--- src/rtl/ste_pkg.sv ---
// Shared types and constants for the sorted table with insert, erase and read.
package ste_pkg;

  localparam int CAPACITY    = 16;
  localparam int VALUE_WIDTH = 32;
  localparam int CNT_W       = $clog2(CAPACITY + 1);
  localparam int POS_W       = 4;

  typedef enum logic [1:0] {
    KIND_INSERT = 2'd0,
    KIND_ERASE  = 2'd1,
    KIND_READ   = 2'd2,
    KIND_NONE   = 2'd3
  } kind_t;

  typedef enum logic [1:0] {
    ST_OK        = 2'd0,
    ST_NOT_FOUND = 2'd1,
    ST_FULL      = 2'd2,
    ST_RANGE     = 2'd3
  } status_t;

  typedef struct packed {
    logic [1:0]                     kind;
    logic signed [VALUE_WIDTH-1:0]  value;
    logic [POS_W-1:0]               position;
  } in_item_t;

  typedef struct packed {
    logic [1:0]                     status;
    logic signed [VALUE_WIDTH-1:0]  read_value;
    logic [CNT_W-1:0]               entry_count;
  } out_item_t;

  typedef struct packed {
    logic                           ins_en;
    logic                           ers_en;
    logic signed [VALUE_WIDTH-1:0]  value;
  } cell_ctl_t;

endpackage

--- src/rtl/ste_cell.sv ---
// One table cell: holds an entry, compares it with the operand and shifts.
module ste_cell (
  input  logic                                   clk,
  input  ste_pkg::cell_ctl_t                     ctl,
  input  logic                                   valid,
  input  logic                                   left_lt,
  input  logic signed [ste_pkg::VALUE_WIDTH-1:0] left_val,
  input  logic signed [ste_pkg::VALUE_WIDTH-1:0] right_val,
  output logic signed [ste_pkg::VALUE_WIDTH-1:0] val,
  output logic                                   lt,
  output logic                                   eq
);
  import ste_pkg::*;

  logic signed [VALUE_WIDTH-1:0] val_r;
  logic signed [VALUE_WIDTH-1:0] val_nxt;

  assign lt  = valid && (val_r < ctl.value);
  assign eq  = valid && (val_r == ctl.value);
  assign val = val_r;

  always_comb begin
    val_nxt = val_r;
    if (ctl.ins_en && !lt) begin
      val_nxt = left_lt ? ctl.value : left_val;
    end else if (ctl.ers_en && !lt) begin
      val_nxt = right_val;
    end
  end

  always_ff @(posedge clk) begin
    val_r <= val_nxt;
  end

endmodule

--- src/rtl/sorted_table_insert_erase.sv ---
// Top level: a row of sorted cells with count tracking and a registered result.
// The result of an item is registered and shown in the cycle after the item is accepted.
// Throughput: one item per cycle while the input is not stalled; every cell compares and shifts in that same cycle.
// The input stalls only while a finished result waits on a stalled output.
// Reset clears the entry count and the output valid; entry storage is not cleared.
module sorted_table_insert_erase (
  input  logic               clk,
  input  logic               rst_n,
  input  logic               in_valid,
  output logic               in_stall,
  input  ste_pkg::in_item_t  in_item,
  output logic               out_valid,
  input  logic               out_stall,
  output ste_pkg::out_item_t out_item
);
  import ste_pkg::*;

  logic [CNT_W-1:0]              count_r;
  logic [CNT_W-1:0]              count_nxt;
  logic                          out_valid_r;
  out_item_t                     out_item_r;
  out_item_t                     out_item_nxt;
  logic                          in_acc;
  logic                          full;
  logic                          found;
  logic                          pos_ok;
  cell_ctl_t                     ctl;
  logic [CAPACITY-1:0]           cell_valid;
  logic [CAPACITY-1:0]           cell_lt;
  logic [CAPACITY-1:0]           cell_eq;
  logic signed [VALUE_WIDTH-1:0] cell_val [CAPACITY];

  assign in_stall = out_valid_r && out_stall;
  assign in_acc   = in_valid && !in_stall;
  assign full     = (count_r >= CNT_W'(CAPACITY));
  assign found    = |cell_eq;
  assign pos_ok   = ({1'b0, in_item.position} < CNT_W'(count_r));

  always_comb begin
    ctl.value  = in_item.value;
    ctl.ins_en = in_acc && (in_item.kind == KIND_INSERT) && !full;
    ctl.ers_en = in_acc && (in_item.kind == KIND_ERASE) && found;
  end

  genvar g;
  generate
    for (g = 0; g < CAPACITY; g++) begin : g_cell
      logic                          l_lt;
      logic signed [VALUE_WIDTH-1:0] l_val;
      logic signed [VALUE_WIDTH-1:0] r_val;

      assign cell_valid[g] = (CNT_W'(g) < count_r);

      if (g == 0) begin : g_first
        assign l_lt  = 1'b1;
        assign l_val = in_item.value;
      end else begin : g_mid
        assign l_lt  = cell_lt[g-1];
        assign l_val = cell_val[g-1];
      end

      if (g == CAPACITY - 1) begin : g_last
        assign r_val = cell_val[g];
      end else begin : g_inner
        assign r_val = cell_val[g+1];
      end

      ste_cell u_cell (
        .clk       (clk),
        .ctl       (ctl),
        .valid     (cell_valid[g]),
        .left_lt   (l_lt),
        .left_val  (l_val),
        .right_val (r_val),
        .val       (cell_val[g]),
        .lt        (cell_lt[g]),
        .eq        (cell_eq[g])
      );
    end
  endgenerate

  always_comb begin
    count_nxt                = count_r;
    out_item_nxt.status      = ST_OK;
    out_item_nxt.read_value  = '0;
    case (kind_t'(in_item.kind))
      KIND_INSERT: begin
        if (full) begin
          out_item_nxt.status = ST_FULL;
        end else begin
          count_nxt = count_r + CNT_W'(1);
        end
      end
      KIND_ERASE: begin
        if (found) begin
          count_nxt = count_r - CNT_W'(1);
        end else begin
          out_item_nxt.status = ST_NOT_FOUND;
        end
      end
      KIND_READ: begin
        if (pos_ok) begin
          out_item_nxt.read_value = cell_val[in_item.position];
        end else begin
          out_item_nxt.status = ST_RANGE;
        end
      end
      default: begin
      end
    endcase
    out_item_nxt.entry_count = count_nxt;
  end

  always_ff @(posedge clk) begin
    if (!rst_n) begin
      count_r     <= '0;
      out_valid_r <= 1'b0;
    end else begin
      if (in_acc) begin
        count_r     <= count_nxt;
        out_valid_r <= 1'b1;
      end else if (!out_stall) begin
        out_valid_r <= 1'b0;
      end
    end
  end

  always_ff @(posedge clk) begin
    if (in_acc) begin
      out_item_r <= out_item_nxt;
    end
  end

  assign out_valid = out_valid_r;
  assign out_item  = out_item_r;

  a_count_bound: assert property (@(posedge clk) disable iff (!rst_n)
    count_r <= CNT_W'(CAPACITY))
    else $error("entry count exceeds capacity");

  a_sorted_prefix: assert property (@(posedge clk) disable iff (!rst_n)
    (cell_lt[CAPACITY-1:1] & ~cell_lt[CAPACITY-2:0]) == '0)
    else $error("less-than flags do not form a prefix");

  a_insert_grows: assert property (@(posedge clk) disable iff (!rst_n)
    in_acc && (in_item.kind == KIND_INSERT) && !full
    |=> count_r == $past(count_r) + CNT_W'(1))
    else $error("insert did not grow the table");

  a_full_count: assert property (@(posedge clk) disable iff (!rst_n)
    out_valid_r && (out_item_r.status == ST_FULL)
    |-> out_item_r.entry_count == CNT_W'(CAPACITY))
    else $error("full status with table not full");

endmodule
--- config.mk ---
export PLATFORM = sky130hd
export DESIGN_NAME = sorted_table_insert_erase
export DESIGN_NICKNAME = d
export VERILOG_FILES = /design/src/rtl/ste_pkg.sv /design/src/rtl/ste_cell.sv /design/src/rtl/sorted_table_insert_erase.sv
export SDC_FILE = /design/constraint.sdc
export NUM_CORES = 2
export LEC_CHECK = 0
export ABC_AREA = 1
export BUFFER_PORTS_ARGS = -buffer_cell sky130_fd_sc_hd__buf_2
export CORE_ASPECT_RATIO = 0.7
export CORE_UTILIZATION = 55
export DETAILED_ROUTE_END_ITERATION = 7
export PLACE_DENSITY_LB_ADDON = 0.15
export REMOVE_ABC_BUFFERS = 1
export SYNTH_ARGS = -nofsm -noshare
export SYNTH_HDL_FRONTEND = slang
export SYNTH_HIERARCHICAL = 1
export SYNTH_SLANG_ARGS = --single-unit
--- constraint.sdc ---
create_clock -name clk -period 5.6 [get_ports clk]
set_input_delay 0.56 -clock clk [delete_from_list [all_inputs] [get_ports clk]]
set_output_delay 0.56 -clock clk [all_outputs]
set_load 0.005 [all_outputs]
==> results_dict.tcl <==
set metrics [dict create \
    drive_gt1_frac 0.0520 \
    synth_area_leader_cell "edfxtp_1" \
    period_minus_slack_ns 4.56 \
    powerDensity_mw_per_mm2 227 \
    coreArea_mm2 0.0900 \
    r2r.worst_path.cells 16 \
    ys_seq_elements 557 \
    drt_wl_total_um 155000 \
    setup_viol 0 \
    rsz0062_at_grt "false" \
    setup_ws_ns 1.04 \
    cp_max_fo 28 \
    worst_pin_slew_ns 1.09 \
    synthCells 7079 \
    hold_viol_final 0 \
    synth.mux.area_fraction 0.00361 \
    slew_viol_final 0 \
    grt_overflow 0 \
    fin_crit_sh 0.814 \
    synth_fa_ha_area_frac 0.130 \
    ir_drop_mv 0.171 \
    cts_tree "yes" \
    ctsHoldBuffers 0 \
    synth_compound_area_frac 0.141 \
    grt_pass1_wl_um 245000 \
    ys_warn_count 6 \
    fp.dieW_um 362 \
    ant_nets 0 \
    htreeDepth 3 \
    synth_edf_count 551 \
    post-dp-hpwl_um 116000 \
    io_buffers 82 \
    maxCapViolCount 0 \
    grtUsageMet3 0.0526 \
    min_from "out_stall" \
    yosysTopAreaCellShare 0.331 \
    synth_top_family_by_area "simple AND/OR/NAND/NOR gates" \
    wl_per_cell_um 18.9 \
    end_kind "register" \
    p_leak_nw 26.5 \
    hold_slack_ns 0.218 \
    synth_flop_cell "edfxtp_1" \
    cts_resized 0 \
    synth.avg_cell_area_um2 7.06 \
    postPlaceCellArea_mm2 0.0509 \
    cts_buffer_depth 3 \
    netlist_area_mm2 0.0500 \
    cts_sinks 557 \
    cts-root-buf "clkbuf_16" \
    final_cells 8203 \
    start_kind "register" \
    path_class "register to register" \
    fin_tns_setup_ns 0 \
    cts_made_buffers 67 \
    post_synth_num_cell_types 37 \
    fin_area_mm2 0.0530 \
    clock_skew_ns 0.0268 \
    outcome "finished, final reports clean" \
    grt_pass1_vias 43800 \
    grt_max_degree 143 \
    grt-busiest-layer "met1" \
    clock.fmax_mhz 219 \
    hold_depth 3 \
    cts.clk_slew.worst_paths_ns 0.06 \
    ys_async_sr_fraction 0 \
    r2r_slack_ns 1.04 \
    ioPinCount 83 \
    slew_headroom 0.269 \
    rows 92 \
    min_to "out_valid" \
    first_pass_iters 8 \
    fp.dieArea_mm2 0.0921 \
    post-cts-setup-buffers 0 \
    regToRegStartpoint "g_cell[15].u_cell/val[31]" \
    via_per_inst 5.83 \
    critPathArrivalTime_ns 4.87 \
    required_ns 5.91 \
    fp.dieH_um 254 \
    synthSimpleGateAreaFrac 0.279 \
    grt_usage 0.333 \
    use_met2 0.477 \
    dp.cells 8083 \
    r2r-end "g_cell[4].u_cell/val[26]" \
    ys_seq_area_frac 0.334 \
    antenna_found_initial 5 \
    synth_xor_area_frac 0.000175 \
    syn2layout_area_growth_pct 6.07 \
    dr.first_iter.drc_count 5805 \
    globalRouteMet1Util 0.519 \
    drc 0 \
    vias 47800 \
    min_path_type "input port to register" \
    gp_congestion 0.911 \
    start_util 0.555 \
    antennaDiodeCount 0 \
    synth_area_leaders "edfxtp_1, nand2_1, ha_1" \
    pre_cts_ws_ns 0.617 \
    clock_latency_ns 0.63 \
    fin_nets 7490 \
]
## cells in the final DEF (no fill, tap or decap), types with 16 or more instances in the layout
cell and instances:
a21o_1 16, buf_2 80, nor3_1 30, o21ai_0 229, nand4_1 37, edfxtp_1 551
o21ai_1 69, nor2_1 679, a21oi_1 919, nand2_4 16, clkbuf_1 24, buf_12 32
inv_2 16, nand2_1 1855, clkbuf_16 71, o21a_1 32, nand3_4 16, inv_1 924
buf_4 53, o211ai_1 58, ha_1 518, nand3_1 639, mux2_2 16
## cell type report
class                   instances  area, µm²
flip-flops and latches        557      16700
repair buffers                167       1470
inverters                     942       3540
fillers                      8653      37000
clock buffers                  95       1870
well taps                    1222       1530
multi-input cells            5195      27700
clock inverters                25        196
## routing by layer
layer  vias to the layer above  routed length [µm]
met5                         -                  47
met4                         8                3150
met3                       193               15300
met2                      2038               62200
met1                     22400               74100
li1                      23100                   -
## cells in the mapped netlist, types with 2 or more instances
master	number
o21ai_0	230
buf_2	67
nor2_1	697
buf_6	61
inv_1	939
nor3_1	30
nand2_4	16
buf_1	25
clkbuf_1	196
ha_1	518
nand3_4	16
a21oi_1	919
nand4_1	37
a21o_1	16
buf_4	36
nand2_1	1855
o21a_1	32
mux2_2	16
o21ai_1	68
nand3_1	639
a41oi_1	2
and3_1	15
o211ai_1	58
dfxtp_1	6
edfxtp_1	551
clkinv_1	2
nor4_2	14
o211ai_2	9
## flip-flops by register name, summed over array words and instances (netlist names)
| signal | cells |
|---|---|
| g_cell.u_cell/val | 512 |
| out_valid | 1 |
| count_r | 5 |
| out_item | 39 |
## per-stage QoR
step | total power (W) | utilization
6_report | 0.0120 | 0.589
5_1_grt | 0.0126 | 0.589
4_1_cts | 0.0120 | 0.589
3_5_place_dp | 0.00768 | 0.566
3_3_place_gp | 0.00761 | 0.566
2_1_floorplan | 0.00676 | -
## worst max-delay path: stages (launching register included)
cell and delay [ns]:
edfxtp_1 0.44, ha_1 0.41, nand2_1 0.11, nor2_1 0.21, nand2_1 0.15, nor4_2 0.82
and3_1 0.33, nor2_1 0.08, nand2_1 0.11, nor2_1 0.11, nand2_1 0.21, nand2_1 0.15
nor2_1 0.13, buf_4 0.27, nor2_1 0.08, nor2_2 0.33, buf_12 0.25
## kinds of logic (layout without fill, tap and decap cells)
logic type	count (synthesis)	in the layout
buf+inv	1327	1229
other cells	1	1
mux	16	16
compound gates	1335	1335
fa+ha+maj	518	518
xor+xnor	1	1
flops	557	557
simple gates	3324	3324
## power by group
| group | internal, W | switching, W | leakage (nW) |
|---|---|---|---|
| registers | 0.00476 | 0.000132 | 5.11 |
| logic | 0.000854 | 0.00194 | 20.4 |
| clock network | 0.00246 | 0.00189 | 1.01 |
## worst max-delay path by stage
| stage | from | to | slack [ns] |
|---|---|---|---|
| floorplan | out_stall | g_cell[0].u_cell/val[0] | -18.53 |
| global placement | in_item[35] | g_cell[4].u_cell/val[17] | 0.76 |
| detailed placement | in_item[35] | g_cell[4].u_cell/val[17] | 0.62 |
| CTS | g_cell[15].u_cell/val[31] | g_cell[4].u_cell/val[26] | 1.20 |
| global route | g_cell[8].u_cell/val[31] | g_cell[4].u_cell/val[18] | 0.91 |
| finish | g_cell[15].u_cell/val[31] | g_cell[4].u_cell/val[26] | 1.04 |
Power figures use the tool's default switching activity.
